<file path="config.mk">
export PLATFORM = sky130hd
export DESIGN_NAME = dhmr_front
export DESIGN_NICKNAME = d
export VERILOG_FILES = /design/src/rtl/core/dhmr_pkg.sv /design/src/rtl/core/dhmr_front.sv
export SDC_FILE = /design/constraint.sdc
export NUM_CORES = 1
export LEC_CHECK = 0
export ABC_AREA = 1
export BUFFER_PORTS_ARGS = -buffer_cell sky130_fd_sc_hd__buf_4
export CELL_PAD_IN_SITES_DETAIL_PLACEMENT = 2
export CELL_PAD_IN_SITES_GLOBAL_PLACEMENT = 2
export CORE_MARGIN = 3
export CORE_UTILIZATION = 39
export DETAILED_ROUTE_END_ITERATION = 6
export PLACE_DENSITY_LB_ADDON = 0.2
export SYNTH_ARGS = -nofsm -noshare
export SYNTH_HDL_FRONTEND = slang
export SYNTH_SLANG_ARGS = --single-unit
</file>
<file path="constraint.sdc">
create_clock -name clk_i -period 4.2 [get_ports clk_i]
set_input_delay 0.42 -clock clk_i [delete_from_list [all_inputs] [get_ports clk_i]]
set_output_delay 0.42 -clock clk_i [all_outputs]
set_load 0.1 [all_outputs]
</file>
<file path="src/rtl/core/dhmr_pkg.sv">
package dhmr_pkg;

  // Fixed field widths
  localparam int unsigned HeightW = 11;
  localparam int unsigned AreaW   = 21;
  localparam logic [AreaW-1:0] AreaMax = {AreaW{1'b1}};

  // Command queue between front and back
  localparam int unsigned QDepth = 2;
  localparam int unsigned QPtrW  = $clog2(QDepth);

  // Stack engine status toward the back controller
  typedef struct packed {
    logic             idle;
    logic             hold;
    logic [AreaW-1:0] best;
  } eng_status_t;

endpackage

</file>
<file path="src/rtl/core/dhmr_front.sv">
module dhmr_front #(
  parameter int unsigned MaxColumns = 1024,
  parameter int unsigned MaxHeight  = 1024
) (
  input  logic                                clk_i,
  input  logic                                rst_ni,
  input  logic                                start,
  output logic                                busy,
  input  logic [dhmr_pkg::HeightW-1:0]        height_first_i,
  input  logic [dhmr_pkg::HeightW-1:0]        height_second_i,
  input  logic                                last_column_i,
  output logic                                q_valid_o,
  output logic [dhmr_pkg::HeightW-1:0]        q_h_first_o,
  output logic [dhmr_pkg::HeightW-1:0]        q_h_second_o,
  output logic [$clog2(MaxColumns)-1:0]       q_col_o,
  output logic                                q_last_o,
  input  logic                                q_pop_i
);

  import dhmr_pkg::*;

  localparam int unsigned ColW = $clog2(MaxColumns);

  logic [ColW-1:0]    col_q, col_d;
  logic               push;
  logic               last_eff;
  logic [HeightW-1:0] h_first_c, h_second_c;

  logic [HeightW-1:0] qh1_q  [QDepth];
  logic [HeightW-1:0] qh2_q  [QDepth];
  logic [ColW-1:0]    qcol_q [QDepth];
  logic               qlast_q [QDepth];
  logic [QPtrW-1:0]   wr_ptr_q, rd_ptr_q;
  logic [QPtrW:0]     count_q, count_d;

  assign busy = (count_q == (QPtrW+1)'(QDepth));
  assign push = start && !busy;

  // Saturate heights, force the last column at capacity
  assign h_first_c  = (32'(height_first_i) > 32'(MaxHeight)) ? HeightW'(MaxHeight)
                                                              : height_first_i;
  assign h_second_c = (32'(height_second_i) > 32'(MaxHeight)) ? HeightW'(MaxHeight)
                                                               : height_second_i;
  assign last_eff   = last_column_i || (col_q == ColW'(MaxColumns - 1));

  always_comb begin
    col_d = col_q;
    if (push) begin
      col_d = last_eff ? '0 : col_q + ColW'(1);
    end
  end

  always_comb begin
    count_d = count_q;
    if (push && !q_pop_i) begin
      count_d = count_q + (QPtrW+1)'(1);
    end else if (!push && q_pop_i) begin
      count_d = count_q - (QPtrW+1)'(1);
    end
  end

  // Column counter and queue pointers
  always_ff @(posedge clk_i or negedge rst_ni) begin
    if (!rst_ni) begin
      col_q    <= '0;
      wr_ptr_q <= '0;
      rd_ptr_q <= '0;
      count_q  <= '0;
    end else begin
      col_q   <= col_d;
      count_q <= count_d;
      if (push) begin
        wr_ptr_q <= wr_ptr_q + QPtrW'(1);
      end
      if (q_pop_i) begin
        rd_ptr_q <= rd_ptr_q + QPtrW'(1);
      end
    end
  end

  // Queue storage
  always_ff @(posedge clk_i) begin
    if (push) begin
      qh1_q[wr_ptr_q]   <= h_first_c;
      qh2_q[wr_ptr_q]   <= h_second_c;
      qcol_q[wr_ptr_q]  <= col_q;
      qlast_q[wr_ptr_q] <= last_eff;
    end
  end

  assign q_valid_o    = (count_q != '0);
  assign q_h_first_o  = qh1_q[rd_ptr_q];
  assign q_h_second_o = qh2_q[rd_ptr_q];
  assign q_col_o      = qcol_q[rd_ptr_q];
  assign q_last_o     = qlast_q[rd_ptr_q];

endmodule

</file>
After elaboration in Yosys (flattened, before gate mapping)

Memory sizes are Yosys's and may differ from the RTL's.
Index checks and enable logic that the tools add are counted.

Memory bits (writable): 66
Memories: 4
Flip-flop bits (word level): 14
Input port bits: 27
Output and inout bits: 35
Logic and storage cells: 33

Multiplexer cells: 7
Add/sub/neg operators: 5
$lt $le $gt $ge: 2
Reduce and logical (&&, ||, !) cells: 9
Equal/unequal tests: 2

Memories:

| memory  | depth | bits a word | rd ports | clocked after memory_dff | write ports | line             | source |
|---|---|---|---|---|---|---|---|
| qh1_q   | 2     | 11          | 1        | 0                        | 1           | dhmr_front.sv:29 | `logic [HeightW-1:0] qh1_q [QDepth];` |
| qh2_q   | 2     | 11          | 1        | 0                        | 1           | dhmr_front.sv:30 | `logic [HeightW-1:0] qh2_q [QDepth];` |
| qcol_q  | 2     | 10          | 1        | 0                        | 1           | dhmr_front.sv:31 | `logic [ColW-1:0] qcol_q [QDepth];` |
| qlast_q | 2     | 1           | 1        | 0                        | 1           | dhmr_front.sv:32 | `logic qlast_q [QDepth];` |

Operator list:

| kind                                                   | number |
|---|---|
| greater-than comparator 11 bit (second input constant) | 2 |
| 2-to-1 mux 11 bit                                      | 2 |
| adder 10 x 1 -> 10 bit (second input constant)         | 1 |
| == test 10 bit (second input constant)                 | 1 |
| 2-to-1 mux 10 bit                                      | 1 |
| 2-to-1 mux 2 bit                                       | 2 |
| nonzero test 2 bit                                     | 2 |
| logical AND 1 bit                                      | 3 |
| logical NOT 1 bit                                      | 3 |
| adder 1 bit (second input constant)                    | 2 |
| adder 2 x 1 -> 2 bit (second input constant)           | 1 |
| == test 2 bit (second input constant)                  | 1 |
| 2-to-1 mux 1 bit                                       | 2 |
| subtractor 2 x 1 -> 2 bit (second input constant)      | 1 |
| logical OR 1 bit                                       | 1 |

Depth between registers and ports, before layout

Gate-level depths: netlist of run 1.

Depth after elaboration: 7
Gate-level depth with buffers: 8
Mapped depth without buffers: 8

Least setup slack after synthesis of run 1

No wires, ideal clock.

Path type: register to register
Start point: register count_q[1]
End point: memory qcol_q[1][0] in the netlist's numbering, enable pin
Cell stages (with the launch flop): 4
Data arrival time: 2.054 ns
Data required time: 3.775 ns
Path slack: 1.721 ns
Library setup time: 0.425 ns
Period minus slack after synthesis: 2.479 ns
Path buffers: 0
Cell sequence: dfrtp_1 > nand2_2 > nand2_2 > nor2_1

Word-level cells in the longest chain between the ends: 5

RTL lines:

| what                                   | line             | source |
|---|---|---|
| start: declaration                     | dhmr_front.sv:34 | `logic [QPtrW:0] count_q, count_d;` |
| start signal: assignment               | dhmr_front.sv:71 | `count_q <= count_d;` |
| == test 2 bit                          | dhmr_front.sv:36 | `assign busy = (count_q == (QPtrW+1)'(QDepth));` |
| logical NOT 1 bit                      | dhmr_front.sv:37 | `assign push = start && !busy;` |
| logical AND 1 bit                      | dhmr_front.sv:37 |  |
| 2-to-1 mux 1 bit                       | dhmr_front.sv:83 | `if (push) begin` |
| 2-to-1 mux 1 bit (not written as such) | dhmr_front.sv:86 | `qcol_q[wr_ptr_q] <= col_q;` |
| end: declaration                       | dhmr_front.sv:31 |  |

No other way between the ends.

Worst setup path in the final report of run 1

Start point: register rd_ptr_q
End point: output port q_last_o

Word-level cells in the longest chain between the ends: 1

RTL lines:

| what                     | line             | source |
|---|---|---|
| start: declaration       | dhmr_front.sv:33 | `logic [QPtrW-1:0] wr_ptr_q, rd_ptr_q;` |
| start signal: assignment | dhmr_front.sv:76 | `rd_ptr_q <= rd_ptr_q + QPtrW'(1);` |
| memory read (2 x 1 bit)  | --               |  |
| end: declaration         | dhmr_front.sv:16 | `output logic q_last_o,` |

No other way between the ends.

==> run metrics, run 1 <==
Tcrit/Tclk final 0.5262; die height 100.2 microns; RePlAce Congestion 0.7100; Post-CTS Hold Fix Bufs 1; DRT iter0 DRCs 89; Setup violations, final 0; Setup Crit Path Kind reg2out; gr usage total 0.1809; sequential area share after synthesis 0.6741; largest net degree at the start of global routing 35; post-synth top area cell edfxtp_1; ratio of cells with drive above 1 in the final layout 0.3976; Setup TNS 0 ns; WHS Path Cells 2; port buffer count 61; prevailing post-synth register cell edfxtp_1; final WL 8429 microns; synthesized instance count 264; reg2reg start count_q[0]; r2r setup slk 2.30 ns; Worst Setup End Kind output pin; initial core utilization 0.4107; cell area after synthesis 3460 sq um; flops & latches, synth 80; Final ANT Viol Nets 0; GRT Max-Usage Layer met2; first-pass GRT wire length 13570 microns; RSZ-0062 raised after global routing no; IO Count 62; Final nets 361; outcome finished, final reports clean; grt ovf 0; post-synth cell types 26; clock latency on the worst-skew pair 0.35 ns; CTS tree built; syn_nets 293; FP Rows 33; PostCTS Resize Cnt 0; max_cap viols 0; nature of the critical path startpoint flop; area share of the largest cell type after synthesis 0.5729; endpoint of the worst hold path rd_ptr_q; routed len/inst 19.07 microns; Via Count 2174; met1 Track Usage GR 0.1987; Synth area leaders edfxtp_1 57%, mux2_2 11%, dfrtp_1 10%; Die ar. 10040 sq um; layout overhead on the synthesized area 23.98%; CP required 3.78 ns; Pins Over Slew Limit 0; synth warn 0; Worst slew margin 0.3331; ANT cells 0; routing usage on met2 0.3384; H-Tree Depth 3; Die W 100.2 microns; worst reg2reg path endpoint qcol_q[0][6]; post-CTS setup buffer count 0; synthesized area per cell 13.10 sq um; EDFF count, synth 66; minimum clock period 2.210 ns; post-detail-place hpwl 6080 microns; fill cell count 825; crit path DAT 1.79 ns; Root Driver clkbuf_8; Max Freq 0.4525 GHz; Worst Skew 0.007639 ns; worst-margin pin slew 0.9980 ns; critical-path maximum fanout 33; Remaining DRCs 0; count of final hold-check violations 0; Reg clk slew, reported paths 0.08 ns; routed vias/inst 4.919; R2R depth 4; core area 8423 sq um; Async S/R FF share, synth 0.1750; initial antenna violation count 0; Worst Hold Launch q_pop_i; vias in the first global route 2498; clk sinks 80; deepest clock path buffer count 2; Hold WC Path Type in2reg; Initial DRT Pass Iterations 4; met3 usage 0.05073; Num CTS Buffers 9
[critical path: stages (launching register included)]
cell and delay [ns]:
dfrtp_1 0.37, buf_4 0.40, mux2_2 0.42, buf_4 0.24
[area by class of cell]
cell class / count / area, sq um / area share
Clock buffer: 10 / 127.6 / 0.02975
Clock inverter: 6 / 107.6 / 0.02509
Inverter: 39 / 151.4 / 0.03530
Multi-Input combinational cell: 139 / 963.4 / 0.2246
Sequential cell: 80 / 2332 / 0.5438
Tap cell: 105 / 131.4 / 0.03063
Timing Repair Buffer: 63 / 475.5 / 0.1109
[metrics by stage]
stage	hold WS [ns]	std cells	setup slack, ns	instance area, sq um	util
2_1_floorplan	0.1244	264	1.721	3460	-
3_3_place_gp	0.2886	425	2.335	4044	0.4801
3_5_place_dp	0.2877	425	2.292	4044	0.4801
4_1_cts	0.2461	442	1.945	4289	0.5092
5_1_grt	0.2454	442	1.894	4289	0.5092
6_report	0.2669	442	1.990	4289	0.5092
[cell usage in the layout, fill, tap and decap left out]
cell type	Yosys	routed
edfxtp_1	66	66
buf_4	0	62
inv_1	36	36
nor2_1	36	34
mux2_2	33	33
nand2_1	23	23
dfrtp_1	14	14
nor2_2	9	9
clkbuf_8	0	9
nand4_1	7	7
nand3_1	6	6
nor2_4	2	4
nand2_4	4	4
nand2_2	3	3
o21ai_0	3	3
bufinv_16	0	3
inv_2	2	2
clkinv_4	1	2
xnor2_1	2	2
a21oi_1	2	2
xor2_1	2	2
ha_1	2	2
nor2_8	1	1
a21oi_4	1	1
o22ai_1	1	1
a31oi_1	1	1
nor3_1	1	1
clkinv_2	0	1
clkinv_1	0	1
clkbuf_1	2	1
dlygate4sd3_1	0	1
[synthesized netlist by cell type, drive strengths merged, types with 3 or more instances]
cell,n
buf,4
nor2,48
mux2,33
nand3,6
inv,38
nand4,7
edfxtp,66
nand2,30
dfrtp,14
a21oi,3
o21ai,3
[per-layer routing]
layer / vias up / wire length, microns
met5: - / 0
met4: 0 / 127
met3: 13 / 362
met2: 54 / 4778
met1: 1076 / 3160
li1: 1031 / -
[flip-flops by register name, summed over array words and instances, names as in the netlist]
signal	cells
rd_ptr_q	1
count_q	2
wr_ptr_q	1
col_q	10
qcol_q	20
qh1_q	22
qlast_q	2
qh2_q	22
[how the worst max path moves through the flow]
| stage | startpoint | endpoint | slack (ns) | cells after the start |
|---|---|---|---|---|
| global placement | start | qh1_q[1][7] | 2.33 | 3 |
| global route | rd_ptr_q | q_col_o[3] | 1.89 | 3 |
| finish | rd_ptr_q | q_last_o | 1.99 | 3 |
| detailed placement | count_q[1] | qh1_q[0][7] | 2.29 | 3 |
| CTS | rd_ptr_q | q_last_o | 1.94 | 3 |
| floorplan | count_q[1] | qcol_q[1][0] | 1.72 | 3 |
[kinds of logic after synthesis]
kind of cell | Yosys count | synth area share
flops | 80 | 0.6741
xor+xnor | 4 | 0.01013
fa+ha+maj | 2 | 0.007232
compound gates | 8 | 0.01555
buf+inv | 45 | 0.05172
simple gates | 92 | 0.1338
mux | 33 | 0.1074
Power of run 1 is not shown: default switching activity piles up to over one toggle a cycle in this logic, so the estimate is an artifact.
==> run 2, diff against run 1 <==
--- a/config.mk
+++ b/config.mk
@@ -10,7 +10,7 @@
 export CELL_PAD_IN_SITES_DETAIL_PLACEMENT = 2
 export CELL_PAD_IN_SITES_GLOBAL_PLACEMENT = 2
 export CORE_MARGIN = 3
-export CORE_UTILIZATION = 39
+export CORE_UTILIZATION = 34
 export DETAILED_ROUTE_END_ITERATION = 6
 export PLACE_DENSITY_LB_ADDON = 0.2
 export SYNTH_ARGS = -nofsm -noshare
==> constraint.sdc (replaced) <==
create_clock -name clk_i -period 1.8 [get_ports clk_i]
set_input_delay 0.18 -clock clk_i [delete_from_list [all_inputs] [get_ports clk_i]]
set_output_delay 0.18 -clock clk_i [all_outputs]
set_load 0.1 [all_outputs]
==> run metrics, run 2 (synthesized netlist as in run 1, its figures left out) <==
critical path's slowest cell dfrtp_2; port buffer count 61; nature of the critical path startpoint flop; Die W 106.9 microns; clock latency on the worst-skew pair 0.34 ns; worst-margin pin slew 0.4298 ns; ratio of cells with drive above 1 in the final layout 0.4123; Initial DRT Pass Iterations 4; Hold WC Path Type in2reg; initial antenna violation count 0; delay-heaviest family, CP flip-flops; CP required 1.62 ns; commonest cells after routing, fill and taps aside 66 x edfxtp_1, 38 x buf_4, 36 x inv_1; final WL 8120 microns; Remaining DRCs 0; utilization after layout 0.4569; Max Freq 0.5760 GHz; FP Rows 36; DRT iter0 DRCs 58; routed len/inst 17.09 microns; Reg area 2333 sq um; critical-path maximum fanout 8; Die ar. 11420 sq um; CP cell instances buf_6, mux2_2, buf_4; crit path DAT 1.56 ns; gr usage total 0.1469; die height 106.9 microns; minimum clock period 1.736 ns; Via Count 2190; most common cell after layout, fill and taps aside edfxtp_1; largest net degree at the start of global routing 35; IO Count 62; core area 9819 sq um; Final ANT Viol Nets 0; Pins Over Slew Limit 0; H-Tree Depth 3; Setup violations, final 0; area of the multi-input gates 963.4 sq um; deepest clock path buffer count 2; worst hold slack 0.02249 ns; Worst slew margin 0.7131; count of final hold-check violations 0; CTS tree built; post-detail-place hpwl 5538 microns; ANT cells 0; Root Driver clkbuf_8; clk sinks 80; Reg clk slew, reported paths 0.08 ns; Max stage delay on crit path 0.45 ns; fill cell count 1040; Tcrit/Tclk final 0.9645; RePlAce Congestion 0.7272; Setup Crit Path Kind reg2out; layout overhead on the synthesized area 29.69%; Num CTS Buffers 9; Worst Skew 0.007819 ns; max_cap viols 0; initial core utilization 0.3523; post-CTS setup buffer count 0; first-pass GRT wire length 12710 microns; Worst Setup End Kind output pin; Final nets 366; Top Registers qh1_q (22), qh2_q (22), qcol_q (20); routed vias/inst 4.611; worst path buffer plus inverter count 2; outcome finished, final reports clean; vias in the first global route 2372; grt ovf 0
==> run 2: what timing repair did <==
item,4_1_cts,5_1_grt
setup endpoints to repair,0,29
hold endpoints to repair,14,0
hold buffers,1,0
gates resized for setup,0,26
==> run 2: area by class of cell <==
type,instances,area share
Timing Repair Buffer,68,0.1475
Inverter,39,0.03374
Multi-Input combinational cell,139,0.2147
Sequential cell,80,0.5201
Tap cell,133,0.03709
Clock buffer,9,0.02761
Clock inverter,7,0.01924
==> run 2: worst paths after layout <==
check	start	to	slack, ns	depth (start not counted)
worst max-delay path	rd_ptr_q	q_h_second_o[4]	0.06	3
min in group asynchronous	rst_ni	col_q[9]	0.22	2
worst max register to register	count_q[0]	qh1_q[0][5]	0.35	5
worst min register to register	count_q[0]	count_q[0]	0.52	1
worst min-delay path	q_pop_i	rd_ptr_q	0.02	2
max in group asynchronous	rst_ni	rd_ptr_q	1.39	2
==> run 2: metal layers <==
layer | vias up | routed length [microns] | track usage
li1 | 1035 | - | -
met1 | 1095 | 3401 | 0.1746
met2 | 49 | 4292 | 0.2581
met3 | 11 | 313 | 0.03492
met4 | 0 | 113 | 0.05479
met5 | - | 0 | 0
==> run 2: per-stage QoR <==
step / setup TNS [ns] / cells / setup slack, ns / cell area (sq um)
finish: 0 / 475 / 0.06384 / 4487
global route: -0.009675 / 475 / -0.003543 / 4487
CTS: 0 / 474 / 0.02172 / 4367
detailed placement: 0 / 457 / 0.3595 / 4146
global placement: 0 / 457 / 0.4021 / 4146
floorplan: 0 / 264 / 0.2257 / 3475
Power of run 2 is left out for the same reason.
